==> src/rtl/qlu_pkg.sv <==
// Shared types and constants for the quoted literal unquoter.
// No dependencies; compiled first.
package qlu_pkg;

	// Result codes
	typedef enum logic [1:0] {
		KIND_CONTENT = 2'd0,
		KIND_END     = 2'd1,
		KIND_UNTERM  = 2'd2
	} kind_t;

	localparam int OUT_CNT_W  = 16;
	localparam int APB_ADDR_W = 3;
	localparam int APB_DATA_W = 32;

	// Register word indexes
	localparam logic REG_TASM_COMPAT = 1'b0;

	localparam logic [7:0] TOP_BIT = 8'h80;

endpackage

==> src/rtl/qlu_if.sv <==
// Valid/ready channel interfaces for source bytes and result items.
// Depends on nothing; compiled after qlu_pkg.
interface qlu_in_if;
	logic       valid;
	logic       ready;
	logic [7:0] src_byte;
	logic       start_req;

	modport source(output valid, src_byte, start_req, input ready);
	modport sink(input valid, src_byte, start_req, output ready);
endinterface

interface qlu_out_if;
	logic        valid;
	logic        ready;
	logic [1:0]  kind;
	logic [7:0]  content_byte;
	logic [15:0] consumed_len;
	logic [15:0] char_count;

	modport source(output valid, kind, content_byte, consumed_len, char_count, input ready);
	modport sink(input valid, kind, content_byte, consumed_len, char_count, output ready);
endinterface

==> src/rtl/qlu_apb.sv <==
// APB-style configuration register file: holds the compatibility flag.
// Depends on qlu_pkg.
module qlu_apb (
	input  logic                             clk,
	input  logic                             arst_n,
	input  logic                             psel,
	input  logic                             penable,
	input  logic                             pwrite,
	input  logic [qlu_pkg::APB_ADDR_W-1:0]   paddr,
	input  logic [qlu_pkg::APB_DATA_W-1:0]   pwdata,
	output logic [qlu_pkg::APB_DATA_W-1:0]   prdata,
	output logic                             pready,
	output logic                             tasm_compat
);
	import qlu_pkg::*;

	logic tasm_compat_q;
	logic word_idx;
	logic wr_en;

	assign word_idx = paddr[APB_ADDR_W-1];
	assign pready   = 1'b1;
	assign wr_en    = psel && penable && pwrite && pready;

	always_ff @(posedge clk or negedge arst_n) begin
		if (!arst_n) begin
			tasm_compat_q <= 1'b0;
		end else if (wr_en && word_idx == REG_TASM_COMPAT) begin
			tasm_compat_q <= pwdata[0];
		end
	end

	always_comb begin
		prdata = '0;
		if (word_idx == REG_TASM_COMPAT) begin
			prdata[0] = tasm_compat_q;
		end
	end

	assign tasm_compat = tasm_compat_q;

endmodule

==> src/rtl/qlu_core.sv <==
// Unquoting datapath: input register, literal state, one-step update, result register.
// Depends on qlu_pkg and qlu_if.
module qlu_core #(
	parameter int COUNT_BITS = 16
) (
	input  logic      clk,
	input  logic      arst_n,
	input  logic      tasm_compat,
	qlu_in_if.sink    src,
	qlu_out_if.source res
);
	import qlu_pkg::*;

	// Input stage
	logic       valid_s1;
	logic [7:0] byte_s1;
	logic       start_s1;

	// Literal state
	logic [7:0]            quote_q;
	logic                  active_q;
	logic                  pending_q;
	logic [2:0]            cont_q;
	logic [COUNT_BITS-1:0] cons_q;
	logic [COUNT_BITS-1:0] chars_q;

	// Result register
	logic                  res_valid_q;
	kind_t                 kind_q;
	logic [7:0]            byte_q;
	logic [COUNT_BITS-1:0] ocons_q;
	logic [COUNT_BITS-1:0] ochars_q;

	// Next-state
	logic [7:0]            n_quote;
	logic                  n_active;
	logic                  n_pending;
	logic [2:0]            n_cont;
	logic [COUNT_BITS-1:0] n_cons;
	logic [COUNT_BITS-1:0] n_chars;
	logic                  emit;
	kind_t                 o_kind;
	logic [7:0]            o_byte;
	logic [COUNT_BITS-1:0] o_cons;
	logic [COUNT_BITS-1:0] o_chars;
	logic [COUNT_BITS-1:0] cons_inc;
	logic [COUNT_BITS-1:0] chars_inc;

	logic advance;
	logic fire;

	function automatic logic [2:0] extra_bytes(input logic [7:0] b);
		priority if (b < 8'h80) return 3'd0;
		else if (b < 8'hE0)     return 3'd1;
		else if (b < 8'hF0)     return 3'd2;
		else if (b < 8'hF8)     return 3'd3;
		else if (b < 8'hFC)     return 3'd4;
		else                    return 3'd5;
	endfunction

	assign advance   = !res_valid_q || res.ready;
	assign fire      = valid_s1 && advance;
	assign src.ready = !valid_s1 || advance;

	assign cons_inc  = (cons_q == '1) ? cons_q : cons_q + 1'b1;
	assign chars_inc = (chars_q == '1) ? chars_q : chars_q + 1'b1;

	always_comb begin
		n_quote   = quote_q;
		n_active  = active_q;
		n_pending = pending_q;
		n_cont    = cont_q;
		n_cons    = cons_q;
		n_chars   = chars_q;
		emit      = 1'b0;
		o_kind    = KIND_CONTENT;
		o_byte    = '0;
		o_cons    = cons_q;
		o_chars   = chars_q;
		if (start_s1) begin
			// pending quote: this byte is the lookahead; otherwise old literal abandoned
			emit      = active_q;
			o_kind    = pending_q ? KIND_END : KIND_UNTERM;
			n_quote   = byte_s1;
			n_active  = 1'b1;
			n_pending = 1'b0;
			n_cont    = '0;
			n_cons    = COUNT_BITS'(1);
			n_chars   = '0;
		end else if (active_q) begin
			if (pending_q) begin
				n_pending = 1'b0;
				emit      = 1'b1;
				if (byte_s1 == quote_q && !tasm_compat) begin
					n_cons  = cons_inc;
					n_chars = chars_inc;
					o_cons  = cons_inc;
					o_chars = chars_inc;
					o_byte  = byte_s1;
				end else begin
					n_active = 1'b0;
					o_kind   = KIND_END;
				end
			end else if (cont_q != 3'd0) begin
				n_cont = cont_q - 3'd1;
				n_cons = cons_inc;
				o_cons = cons_inc;
				emit   = 1'b1;
				o_byte = byte_s1;
			end else if (byte_s1 == 8'd0) begin
				n_active = 1'b0;
				emit     = 1'b1;
				o_kind   = KIND_UNTERM;
			end else if (byte_s1 == quote_q) begin
				n_cons = cons_inc;
				if (tasm_compat) begin
					n_active = 1'b0;
					emit     = 1'b1;
					o_kind   = KIND_END;
					o_cons   = cons_inc;
				end else begin
					n_pending = 1'b1;
				end
			end else begin
				n_cons  = cons_inc;
				n_chars = chars_inc;
				o_cons  = cons_inc;
				o_chars = chars_inc;
				emit    = 1'b1;
				o_byte  = byte_s1;
				if ((byte_s1 & TOP_BIT) != 8'd0) begin
					n_cont = extra_bytes(byte_s1);
				end
			end
		end
	end

	always_ff @(posedge clk or negedge arst_n) begin
		if (!arst_n) begin
			valid_s1 <= 1'b0;
		end else if (src.ready) begin
			valid_s1 <= src.valid;
		end
	end

	always_ff @(posedge clk) begin
		if (src.ready && src.valid) begin
			byte_s1  <= src.src_byte;
			start_s1 <= src.start_req;
		end
	end

	always_ff @(posedge clk or negedge arst_n) begin
		if (!arst_n) begin
			quote_q   <= '0;
			active_q  <= 1'b0;
			pending_q <= 1'b0;
			cont_q    <= '0;
			cons_q    <= '0;
			chars_q   <= '0;
		end else if (fire) begin
			quote_q   <= n_quote;
			active_q  <= n_active;
			pending_q <= n_pending;
			cont_q    <= n_cont;
			cons_q    <= n_cons;
			chars_q   <= n_chars;
		end
	end

	always_ff @(posedge clk or negedge arst_n) begin
		if (!arst_n) begin
			res_valid_q <= 1'b0;
		end else if (advance) begin
			res_valid_q <= fire && emit;
		end
	end

	always_ff @(posedge clk) begin
		if (fire && emit) begin
			kind_q   <= o_kind;
			byte_q   <= o_byte;
			ocons_q  <= o_cons;
			ochars_q <= o_chars;
		end
	end

	assign res.valid        = res_valid_q;
	assign res.kind         = kind_q;
	assign res.content_byte = byte_q;

	// Counts wider than the port are reported saturated at the port width; narrower ones are zero-extended
	generate
		if (COUNT_BITS > OUT_CNT_W) begin : g_wide
			assign res.consumed_len = (|ocons_q[COUNT_BITS-1:OUT_CNT_W]) ? '1
				: ocons_q[OUT_CNT_W-1:0];
			assign res.char_count   = (|ochars_q[COUNT_BITS-1:OUT_CNT_W]) ? '1
				: ochars_q[OUT_CNT_W-1:0];
		end else if (COUNT_BITS == OUT_CNT_W) begin : g_equal
			assign res.consumed_len = ocons_q;
			assign res.char_count   = ochars_q;
		end else begin : g_narrow
			assign res.consumed_len = {{(OUT_CNT_W-COUNT_BITS){1'b0}}, ocons_q};
			assign res.char_count   = {{(OUT_CNT_W-COUNT_BITS){1'b0}}, ochars_q};
		end
	endgenerate

	a_pending_active: assert property (@(posedge clk) disable iff (!arst_n)
		pending_q |-> active_q)
		else $error("pending quote outside a literal");

	a_cont_active: assert property (@(posedge clk) disable iff (!arst_n)
		(cont_q != 3'd0) |-> (active_q && !pending_q))
		else $error("continuation count outside plain literal body");

	a_start_init: assert property (@(posedge clk) disable iff (!arst_n)
		(fire && start_s1) |=> (active_q && cons_q == COUNT_BITS'(1) && chars_q == '0))
		else $error("literal start did not initialise state");

	a_no_result_idle: assert property (@(posedge clk) disable iff (!arst_n)
		(fire && !start_s1 && !active_q) |=> !res_valid_q)
		else $error("result produced for an idle byte");

endmodule

==> src/rtl/quoted_literal_unquoter.sv <==
// Top level of the quoted literal unquoter: configuration port and datapath.
// Depends on qlu_pkg, qlu_if, qlu_apb and qlu_core.
//
//   channel | dir | handshake          | carries
//   src     | in  | valid/ready        | src_byte, start_req
//   res     | out | valid/ready        | kind, content_byte, consumed_len, char_count
//   apb     | in  | psel/penable       | tasm_compat at byte address 0
//
// One source byte per cycle while the result is not stalled; a transaction's result passes through
// the input register, then the result register, throughput set by the single-step state update.
// arst_n clears the literal state, valid flags and the configuration flag.
// A stalled result holds in the result register; src.ready drops only while both the
// input and result registers are full and res.ready is low.
module quoted_literal_unquoter #(
	parameter int COUNT_BITS = 16
) (
	input  logic                             clk,
	input  logic                             arst_n,
	qlu_in_if.sink                           src,
	qlu_out_if.source                        res,
	input  logic                             psel,
	input  logic                             penable,
	input  logic                             pwrite,
	input  logic [qlu_pkg::APB_ADDR_W-1:0]   paddr,
	input  logic [qlu_pkg::APB_DATA_W-1:0]   pwdata,
	output logic [qlu_pkg::APB_DATA_W-1:0]   prdata,
	output logic                             pready
);
	import qlu_pkg::*;

	logic tasm_compat;

	qlu_apb u_apb (
		.clk         (clk),
		.arst_n      (arst_n),
		.psel        (psel),
		.penable     (penable),
		.pwrite      (pwrite),
		.paddr       (paddr),
		.pwdata      (pwdata),
		.prdata      (prdata),
		.pready      (pready),
		.tasm_compat (tasm_compat)
	);

	qlu_core #(
		.COUNT_BITS (COUNT_BITS)
	) u_core (
		.clk         (clk),
		.arst_n      (arst_n),
		.tasm_compat (tasm_compat),
		.src         (src),
		.res         (res)
	);

endmodule
==> src/flat_wrapper.sv <==
// flat-port wrapper written by rule: the top's interface ports become plain ports
module quoted_literal_unquoter_flat import qlu_pkg::*;
#(
	parameter int COUNT_BITS = 16
)
  (clk, arst_n, psel, penable, pwrite, paddr, pwdata, prdata, pready, src_valid, src_src_byte, src_start_req, src_ready, res_valid, res_kind, res_content_byte, res_consumed_len, res_char_count, res_ready);
  qlu_in_if src_i ();
  qlu_out_if res_i ();
  input  logic clk;
  input  logic arst_n;
  input  logic psel;
  input  logic penable;
  input  logic pwrite;
  input  logic [qlu_pkg::APB_ADDR_W-1:0] paddr;
  input  logic [qlu_pkg::APB_DATA_W-1:0] pwdata;
  output logic [qlu_pkg::APB_DATA_W-1:0] prdata;
  output logic pready;
  input wire logic [$bits(src_i.valid)-1:0] src_valid;
  input wire logic [$bits(src_i.src_byte)-1:0] src_src_byte;
  input wire logic [$bits(src_i.start_req)-1:0] src_start_req;
  output wire logic [$bits(src_i.ready)-1:0] src_ready;
  output wire logic [$bits(res_i.valid)-1:0] res_valid;
  output wire logic [$bits(res_i.kind)-1:0] res_kind;
  output wire logic [$bits(res_i.content_byte)-1:0] res_content_byte;
  output wire logic [$bits(res_i.consumed_len)-1:0] res_consumed_len;
  output wire logic [$bits(res_i.char_count)-1:0] res_char_count;
  input wire logic [$bits(res_i.ready)-1:0] res_ready;
  assign src_i.valid = src_valid;
  assign src_i.src_byte = src_src_byte;
  assign src_i.start_req = src_start_req;
  assign src_ready = src_i.ready;
  assign res_valid = res_i.valid;
  assign res_kind = res_i.kind;
  assign res_content_byte = res_i.content_byte;
  assign res_consumed_len = res_i.consumed_len;
  assign res_char_count = res_i.char_count;
  assign res_i.ready = res_ready;
  quoted_literal_unquoter #(.COUNT_BITS(COUNT_BITS)) u_core (.clk(clk), .arst_n(arst_n), .src(src_i), .res(res_i), .psel(psel), .penable(penable), .pwrite(pwrite), .paddr(paddr), .pwdata(pwdata), .prdata(prdata), .pready(pready));
endmodule
==> config.mk <==
export PLATFORM = sky130hd
export DESIGN_NAME = quoted_literal_unquoter_flat
export DESIGN_NICKNAME = d
export VERILOG_FILES = /design/src/rtl/qlu_pkg.sv /design/src/rtl/qlu_if.sv /design/src/rtl/qlu_apb.sv /design/src/rtl/qlu_core.sv /design/src/rtl/quoted_literal_unquoter.sv /design/src/flat_wrapper.sv
export SDC_FILE = /design/constraint.sdc
export NUM_CORES = 1
export LEC_CHECK = 0
export CAP_MARGIN = 20
export CORE_ASPECT_RATIO = 1.75
export CORE_MARGIN = 2
export CORE_UTILIZATION = 58
export CTS_BUF_LIST = sky130_fd_sc_hd__clkbuf_4 sky130_fd_sc_hd__clkbuf_8 sky130_fd_sc_hd__clkbuf_16
export DETAILED_ROUTE_END_ITERATION = 6
export DONT_BUFFER_PORTS = 1
export GPL_TIMING_DRIVEN = 0
export MAX_ROUTING_LAYER = met4
export PLACE_DENSITY = 0.82
export SYNTH_ARGS = -nofsm -noshare
export SYNTH_HDL_FRONTEND = slang
export SYNTH_HIERARCHICAL = 1
export SYNTH_SLANG_ARGS = --single-unit
export TNS_END_PERCENT = 20
==> constraint.sdc <==
create_clock -name clk -period 3.53 [get_ports clk]
set_clock_uncertainty 0.15 [all_clocks]
set_input_delay 0.5295 -clock clk [delete_from_list [all_inputs] [get_ports clk]]
set_output_delay 0.5295 -clock clk [all_outputs]
set_load 0.05 [all_outputs]
=== Word level (Yosys, flattened, before mapping) ===
Index checks and enable logic that the tools add are counted.
W data, S select, Z words.

* Bits in registers: 99
* Input bits: 51
* Output and inout bits: 77

* $add $sub $neg: 3
* $lt $le $gt $ge: 5
* Equal/unequal tests: 7
* Multiplexer cells: 71
* Bitwise logic cells: 2
* Reductions and logical operators: 21

{| class="wikitable"
|+ Operator list
! cell !! count
|-
| $mux W16 || 23
|-
| $lt A8 B8 Y1 const B || 5
|-
| $mux W8 || 5
|-
| $mux W3 || 11
|-
| $add A16 B1 Y16 const B || 2
|-
| $eq A16 B16 Y1 const B || 2
|-
| $mux W1 || 26
|-
| $mux W2 || 6
|-
| $eq A8 B8 Y1 || 1
|-
| $logic_not A8 Y1 || 1
|-
| $logic_and A1 B1 Y1 || 7
|-
| $reduce_and A6 Y1 || 1
|-
| $reduce_bool A3 Y1 || 2
|-
| $ne A4 B4 Y1 const B || 1
|-
| $reduce_and A2 Y1 || 2
|-
| $logic_not A1 Y1 || 3
|-
| $ne A3 B2 Y1 const B || 1
|-
| $ne A3 B3 Y1 const B || 1
|-
| $reduce_and A3 Y1 || 1
|-
| $sub A3 B1 Y3 const B || 1
|-
| $logic_or A1 B1 Y1 || 2
|-
| $ne A2 B2 Y1 const B || 1
|-
| $not A1 Y1 || 2
|-
| $reduce_bool A2 Y1 || 1
|-
| $reduce_or A2 Y1 || 1
|}

=== Longest topological paths before layout ===
Gate-level depths: netlist of the first run.

* Word-level depth: 13
* Depth in mapped cells: 9
* Gate-level depth less buffers: 7

=== Modules after synthesis ===
Netlist of the first run, hierarchy kept.

{| class="wikitable"
|+ By module, submodules not included
! module !! times used !! cells each !! area an instance (µm²) !! seq. area each (µm²)
|-
| qlu_core || 1 || 516 || 5213.8 || 2707.6
|-
| qlu_apb || 1 || 38 || 301.5 || 25.0
|}

=== Least setup slack after synthesis of the first run ===
No wires, ideal clock.

* Path type: reg2reg
* From: register u_core.u_core.cont_q[0]
* To: register u_core.u_core.ochars_q[0], in the netlist u_core/u_core/res.char_count[0] (enable)
* Library setup time: 404 ps
* Arrival time: 2177 ps
* Data required time: 2976 ps
* Setup slack: 800 ps
* Stages on the path, launching flop included: 8
* Path buffers: 1
* Clock period less this slack: 2730 ps
* Cells stage by stage: dfrtp_1 inv_1 ha_1 nand2b_1 clkbuf_1 nor2_1 nand4_1 and3_1

* Longest elaborated chain between the ends: 6

{| class="wikitable"
|+ Ends and longest elaborated chain
! element !! line !! source
|-
| from (decl) || qlu_core.sv:23 || <nowiki>logic [2:0] cont_q;</nowiki>
|-
| from (signal assigned) || qlu_core.sv:165 || <nowiki>cont_q <= n_cont;</nowiki>
|-
| $reduce_bool A3 Y1 || qlu_core.sv:104 || <nowiki>end else if (cont_q != 3'd0) begin</nowiki>
|-
| $mux W1 || qlu_core.sv:104 ||
|-
| $mux W1 || qlu_core.sv:91 || <nowiki>if (pending_q) begin</nowiki>
|-
| $mux W1 || qlu_core.sv:90 || <nowiki>end else if (active_q) begin</nowiki>
|-
| $mux W1 || qlu_core.sv:80 || <nowiki>if (start_s1) begin</nowiki>
|-
| $logic_and A1 B1 Y1 || qlu_core.sv:180 || <nowiki>if (fire && emit) begin</nowiki>
|-
| to (signal assigned) || qlu_core.sv:184 || <nowiki>ochars_q <= o_chars;</nowiki>
|-
| to (decl) || qlu_core.sv:32 || <nowiki>logic [COUNT_BITS-1:0] ochars_q;</nowiki>
|}

Every way passes these cells.
A chain may end at the register's enable or synchronous reset.

=== Worst setup path after layout of the first run ===
* From: register u_core.u_core.res_valid_q, in the netlist u_core/u_core/res.valid
* To: register u_core.u_core.cons_q[0]

* Longest elaborated chain between the ends: 4

{| class="wikitable"
|+ Ends and longest elaborated chain
! element !! line !! source
|-
| from (decl) || qlu_core.sv:28 || <nowiki>logic res_valid_q;</nowiki>
|-
| from (signal assigned) || qlu_core.sv:175 || <nowiki>res_valid_q <= fire && emit;</nowiki>
|-
| $logic_not A1 Y1 || qlu_core.sv:61 || <nowiki>assign advance = !res_valid_q || res.ready;</nowiki>
|-
| $logic_or A1 B1 Y1 || qlu_core.sv:61 ||
|-
| $logic_and A1 B1 Y1 || qlu_core.sv:62 || <nowiki>assign fire = valid_s1 && advance;</nowiki>
|-
| $reduce_and A3 Y1 (no line) || n/a ||
|-
| to (signal assigned) || qlu_core.sv:166 || <nowiki>cons_q <= n_cons;</nowiki>
|-
| to (decl) || qlu_core.sv:24 || <nowiki>logic [COUNT_BITS-1:0] cons_q;</nowiki>
|}

Every way passes these cells.

==> flow_metrics.py, run 1 <==
metrics = {
    "status": {
        "status": "finished clean",
    },
    "sta": {
        "period_needed_ns": 3.29,
        "hold_viol_final": 0,
        "fin_setup_tns_ns": 0,
        "max_slew_margin_pct": 32.0,
        "fmax_mhz": 304,
        "worst-slew-pin-transition_ns": 1.02,
        "slew_violations": 0,
        "setup_viol": 0,
        "post-route-period-util_pct": 93.2,
        "rsz0062_at_grt": "false",
    },
    "final_layout": {
        "n_antenna_cell": 0,
        "drive_above_1_share_pct": 12.3,
        "area_delta_synth_final_pct": 11.9,
        "nFillCells": 751,
        "finish.utilization_pct": 66.0,
        "seq_area_sq_mm": 0.00273,
        "fin_area_sq_mm": 0.00617,
        "nets": 652,
        "multi_input_comb_area_sq_mm": 0.00250,
        "final_cells": 724,
    },
    "worst_hold_path": {
        "min-delay-start": "src_src_byte[7]",
        "hold_path_class": "input pin to register",
    },
    "floorplanning": {
        "boundaryPins": 128,
        "die-area_sq_mm": 0.0103,
        "core_sq_mm": 0.00935,
        "initial_core_util_pct": 59.0,
        "die_y_um": 133,
        "fp.dieW_um": 77.7,
        "std_cell_rows": 47,
    },
    "yosys": {
        "synth_top_area_share_pct": 27.8,
        "ys_seq_area_share_pct": 49.5,
        "yosys.area.top_type": "edfxtp_1",
        "ys_top_cells_by_area": "edfxtp_1, dfrtp_1, buf_4",
        "syn_inst": 554,
        "synth_cell_types": 64,
        "syn_avg_cell_area_sq_um": 9.96,
        "ys_ff_latch": 99,
        "synth-edff-count": 51,
        "async_flop_share_pct": 48.5,
        "yosys_most_used_dff": "edfxtp_1",
        "syn_area_sq_mm": 0.00552,
        "ys_warn_count": 6,
    },
    "setup_path": {
        "cp-startpoint": "u_core/u_core/res.valid",
        "cp.required_ns": 3.61,
        "critPathArrivalTime_ns": 3.37,
        "worst-path-max-fanout": 8,
        "critPathKind": "register to register",
        "startpoint_type": "register",
        "crit-reg2reg-launch": "u_core/u_core/res.valid",
        "end_kind": "register",
    },
    "global_routing": {
        "antenna_found_initial": 0,
        "grt-ovfl-total": 0,
        "grt_pass1_vias": 4383,
        "grt_first_pass_wirelength_mm": 21.7,
        "grt_max_degree": 49,
        "grtUsageTotal_pct": 27.8,
    },
    "routing": {
        "ant_nets": 0,
        "vias": 4473,
        "post_drt_wl_per_cell_um": 18.7,
        "routed_wl_mm": 13.6,
        "vias_per_cell": 6.18,
        "drt_iter0_markers": 337,
        "first_pass_iters": 5,
        "drcViolationCount": 0,
    },
    "place": {
        "dp_hpwl_mm": 9.85,
        "numPlacedInstances": 706,
        "portBuffers": 0,
        "place_congestion": 0.952,
        "dpl_cell_area_sq_mm": 0.00578,
    },
    "cts": {
        "cts_buffer_depth": 2,
        "cts_sinks": 99,
        "cts_root_buf": "clkbuf_16",
        "post_cts_buffers": 0,
        "cts_tree": "built",
        "clk_pin_slew_ns": 0.06,
        "cts_max_level": 3,
        "numCtsBuffers": 9,
        "clk_latency_ns": 0.35,
    },
    "pwr": {
        "vdd_drop_max_mv": 0.380,
        "p_leak_nw": 2.50,
        "p_total_mw": 4.12,
        "p_per_area_mw_per_mm2": 667,
    },
    "job": {
        "cap_viol_max_count": 0,
    },
}
==> timing repair <==
| item | 4_1_cts | 5_1_grt |
|---|---|---|
| hold buffers | 2 | 0 |
| gates resized for setup | 0 | 0 |
| endpoints found under the hold margin | 48 | 0 |
==> synthesized netlist by cell type (4+ instances only) <==
cell type   n
a21oi_1    31
nand2b_1    9
mux2_2      4
inv_1      10
dfrtp_1    48
xnor2_1    15
nor2_1     34
nor4_1      6
o21ai_0    26
a31oi_1     9
and2_1     14
or4_1       4
xor2_1     10
ha_1        4
o31a_1      6
buf_4      33
nor2b_1     4
nand4_1    11
edfxtp_1   51
and3_1     11
o311ai_1    4
nor3_1     20
and4_1      4
xnor2_2     4
mux2i_1     5
o31ai_1     8
nand3_1    24
nand2_1    63
clkbuf_1   25
==> sequential cells by signal, indices dropped and copies added (netlist names) <==
name	flops
u_core/u_core/chars_q	16
u_core/u_core/cons_q	16
u_core/u_core/res.char_count	16
u_core/u_core/res.consumed_len	16
u_core/u_core/byte_s1	8
u_core/u_core/quote_q	8
u_core/u_core/res.content_byte	8
u_core/u_core/cont_q	3
u_core/u_core/res.kind	2
u_core/u_apb/tasm_compat	1
u_core/u_core/active_q	1
u_core/u_core/pending_q	1
u_core/u_core/res.valid	1
u_core/u_core/start_s1	1
u_core/u_core/valid_s1	1
==> cells by family after synthesis <==
logic type	share of synthesized area [%]
AO/OA/AOI/OAI	14.8
multiplexers	1.93
adder cells (fa/ha/maj)	0.907
XOR/XNOR	5.15
other	0.136
AND/OR/NAND/NOR	20.3
flip-flops	49.5
buffers and inverters	7.24
==> critical path: stages, from the launching register on <==
cell	delay [ns]
dfrtp_1	0.56
nor2b_1	0.29
nor3b_1	0.79
o41ai_1	0.35
nor2_1	0.62
a31oi_1	0.19
o22a_1	0.21
==> per-layer routing <==
| layer | wire length, um | vias to the layer above | GRT usage (%) |
|---|---|---|---|
| met3 | 759 | 51 | 4.77 |
| li1 | - | 2050 | - |
| met2 | 7330 | 210 | 48.1 |
| met1 | 4910 | 2162 | 29.6 |
| met4 | 558 | 0 | 15.4 |
| met5 | 0 | - | - |
==> worst paths after layout <==
path	endpoint	slack [ns]	depth (start not counted)
max reg2reg	u_core/u_core/cons_q[0]	0.24	6
min reg2reg	u_core/u_core/quote_q[7]	0.36	2
min	u_core/u_core/byte_s1[7]	0.13	0
max	u_core/u_core/cons_q[0]	0.24	6
min in group asynchronous	u_core/u_core/chars_q[13]	0.56	2
max in group asynchronous	u_core/u_core/cons_q[14]	2.45	2
==> layout by cell type (no fill, tap or decap), types with 10 or more instances in the layout <==
cell type,instances
xor2_1,10
nor3_1,20
dfrtp_1,48
edfxtp_1,51
nand3_1,24
nand4_1,11
xnor2_1,15
and2_1,14
clkbuf_1,25
nor2_1,34
inv_1,10
and3_1,10
a21oi_1,31
buf_4,33
o21ai_0,26
conb_1,32
nand2_1,63
==> report_power, final <==
group	internal [mW]	switching, mW	total, mW
Sequential	1.46	0.420	1.88
Combinational	0.373	0.729	1.10
Clock	0.729	0.406	1.14
==> layout make-up <==
type	instances	area share, %
inverters	10	0.608
plain buffers	62	5.86
repair buffers	2	0.608
flip-flops and latches	99	44.3
clock inverters	4	1.60
clock buffers	12	4.12
multi-input cells	413	40.5
well taps	122	2.47
==> per-stage QoR <==
step | hold slack, ns | setup WS (ns)
floorplan | 0.0839 | 0.800
global placement | 0.0862 | 0.151
detailed placement | 0.0854 | 0.379
CTS | 0.116 | 0.345
global route | 0.115 | 0.221
finish | 0.126 | 0.240
No activity file was read; power rests on OpenSTA's default activity.
==> run 2, diff against run 1 <==
CORE_MARGIN = 3   (was 2)
==> flow_metrics.py, run 2 (synthesis gave the netlist of run 1 again) <==
metrics = {
    "global_routing": {
        "antenna_found_initial": 0,
        "grtUsageTotal_pct": 27.4,
        "grt_first_pass_wirelength_mm": 21.9,
        "grt_max_degree": 49,
        "grt-ovfl-total": 0,
        "grt_pass1_vias": 4460,
    },
    "final_layout": {
        "nFillCells": 735,
        "n_antenna_cell": 0,
        "final_common_cell": "nand2_1",
        "most-common-layout-cells": "nand2_1, edfxtp_1, dfrtp_1",
        "finish.utilization_pct": 66.6,
        "area_delta_synth_final_pct": 10.5,
        "drive_above_1_share_pct": 12.3,
        "nets": 652,
    },
    "pwr": {
        "p_per_area_mw_per_mm2": 638,
        "vdd_drop_max_mv": 0.346,
        "p_leak_nw": 2.45,
        "p_total_mw": 3.89,
    },
    "cts": {
        "cts_tree": "built",
        "post_cts_resized": 0,
        "clk_pin_slew_ns": 0.06,
        "numCtsBuffers": 9,
        "cts_max_level": 3,
        "cts_buffer_depth": 2,
        "cts_root_buf": "clkbuf_16",
        "post_cts_buffers": 0,
        "clk_latency_ns": 0.34,
        "cts_sinks": 99,
    },
    "setup_path": {
        "end_kind": "register",
        "worst-path-max-fanout": 10,
        "r2r_setup_slack_ns": 0.32,
        "critPathKind": "register to register",
        "startpoint_type": "register",
        "crit-reg2reg-launch": "u_core/u_core/byte_s1[5]",
        "reg2reg_depth": 7,
        "r2r-end": "u_core/u_core/res.consumed_len[15]",
        "cp.required_ns": 3.47,
        "critPathArrivalTime_ns": 3.16,
    },
    "floorplanning": {
        "boundaryPins": 128,
        "core_sq_mm": 0.00915,
        "die-area_sq_mm": 0.0108,
        "std_cell_rows": 46,
        "initial_core_util_pct": 60.3,
        "fp.dieW_um": 79.7,
        "die_y_um": 135,
    },
    "sta": {
        "max_slew_margin_pct": 31.2,
        "slew_violations": 0,
        "worst-slew-pin-transition_ns": 1.03,
        "hold_viol_final": 0,
        "period_needed_ns": 3.21,
        "fin_setup_tns_ns": 0,
        "fmax_mhz": 311,
        "post-route-period-util_pct": 91.1,
        "layout_setup_ws_ns": 0.315,
        "rsz0062_at_grt": "false",
        "setup_viol": 0,
    },
    "routing": {
        "first_pass_iters": 5,
        "routed_wl_mm": 13.6,
        "vias_per_cell": 6.15,
        "vias": 4439,
        "drcViolationCount": 0,
        "ant_nets": 0,
        "drt_iter0_markers": 371,
        "post_drt_wl_per_cell_um": 18.8,
    },
    "worst_hold_path": {
        "min_to": "u_core/u_core/byte_s1[6]",
        "holdPathStages": 0,
        "hold_path_class": "input pin to register",
        "min-delay-start": "src_src_byte[6]",
    },
    "place": {
        "dp_hpwl_mm": 9.89,
        "portBuffers": 0,
        "place_ws_ns": 0.426,
        "place_congestion": 0.962,
    },
    "status": {
        "status": "finished clean",
    },
    "job": {
        "cap_viol_max_count": 0,
    },
}
-- run 2: changes by cell type in the layout (fill, tap and decap cells not counted), sizes merged --
cell and change:
clkinvlp +2, clkinv +1, bufinv -3
-- run 2: final cells by class --
class	instances	area [sq um]	area share [%]
clock buffer	12	248	4.07
sequential	99	2730	44.8
inverter	10	37.5	0.616
clock inverter	4	28.8	0.472
timing repair buffer	2	37.5	0.616
tap	120	150	2.46
buffer	62	362	5.93
multi-input combinational	413	2500	41.0
-- run 2: power by group --
group / total (mW) / internal (mW) / switching [mW] / leakage (nW)
sequential: 1.88 / 1.46 / 0.419 / 1.12
combinational: 1.10 / 0.373 / 0.723 / 1.20
clock: 0.916 / 0.502 / 0.414 / 0.133
-- run 2: worst max path at each step --
| stage | startpoint | endpoint |
|---|---|---|
| floorplan | u_core/u_core/cont_q[0] | u_core/u_core/res.char_count[0] |
| global placement | u_core/u_core/res.valid | u_core/u_core/res.consumed_len[10] |
| detailed placement | u_core/u_core/res.valid | u_core/u_core/cons_q[0] |
| CTS | u_core/u_core/byte_s1[5] | u_core/u_core/res.consumed_len[15] |
| global route | u_core/u_core/byte_s1[4] | u_core/u_core/res.consumed_len[15] |
| finish | u_core/u_core/byte_s1[5] | u_core/u_core/res.consumed_len[15] |
-- run 2: metal layers --
layer / share of wire [%] / vias up / GRT usage (%) / routed length, um
met5: 0 / - / - / 0
met4: 4.4 / 0 / 15.5 / 597
met3: 5.2 / 46 / 5.14 / 712
met2: 54 / 191 / 47.4 / 7300
met1: 37 / 2149 / 28.7 / 4980
li1: - / 2053 / - / -
-- run 2: what timing repair did --
item	CTS	global route
hold buffers	2	0
endpoints found under the setup margin	0	0
endpoints found under the hold margin	48	0
-- run 2: critical path, cell delays in order (launching register included) --
cell,delay [ns]
edfxtp_1,0.48
xnor2_1,0.26
nand4_2,0.29
o31ai_2,0.62
o211ai_1,0.24
clkbuf_1,0.33
nor2_1,0.22
mux2_2,0.35
-- run 2: per-stage QoR --
| stage | std cells | cell area, sq um | hold WS [ns] |
|---|---|---|---|
| CTS | 722 | 6090 | 0.122 |
| finish | 722 | 6090 | 0.128 |
| floorplan | 584 | 5630 | 0.0839 |
| global placement | 704 | 5780 | 0.0860 |
| global route | 722 | 6090 | 0.114 |
| detailed placement | 704 | 5780 | 0.0865 |
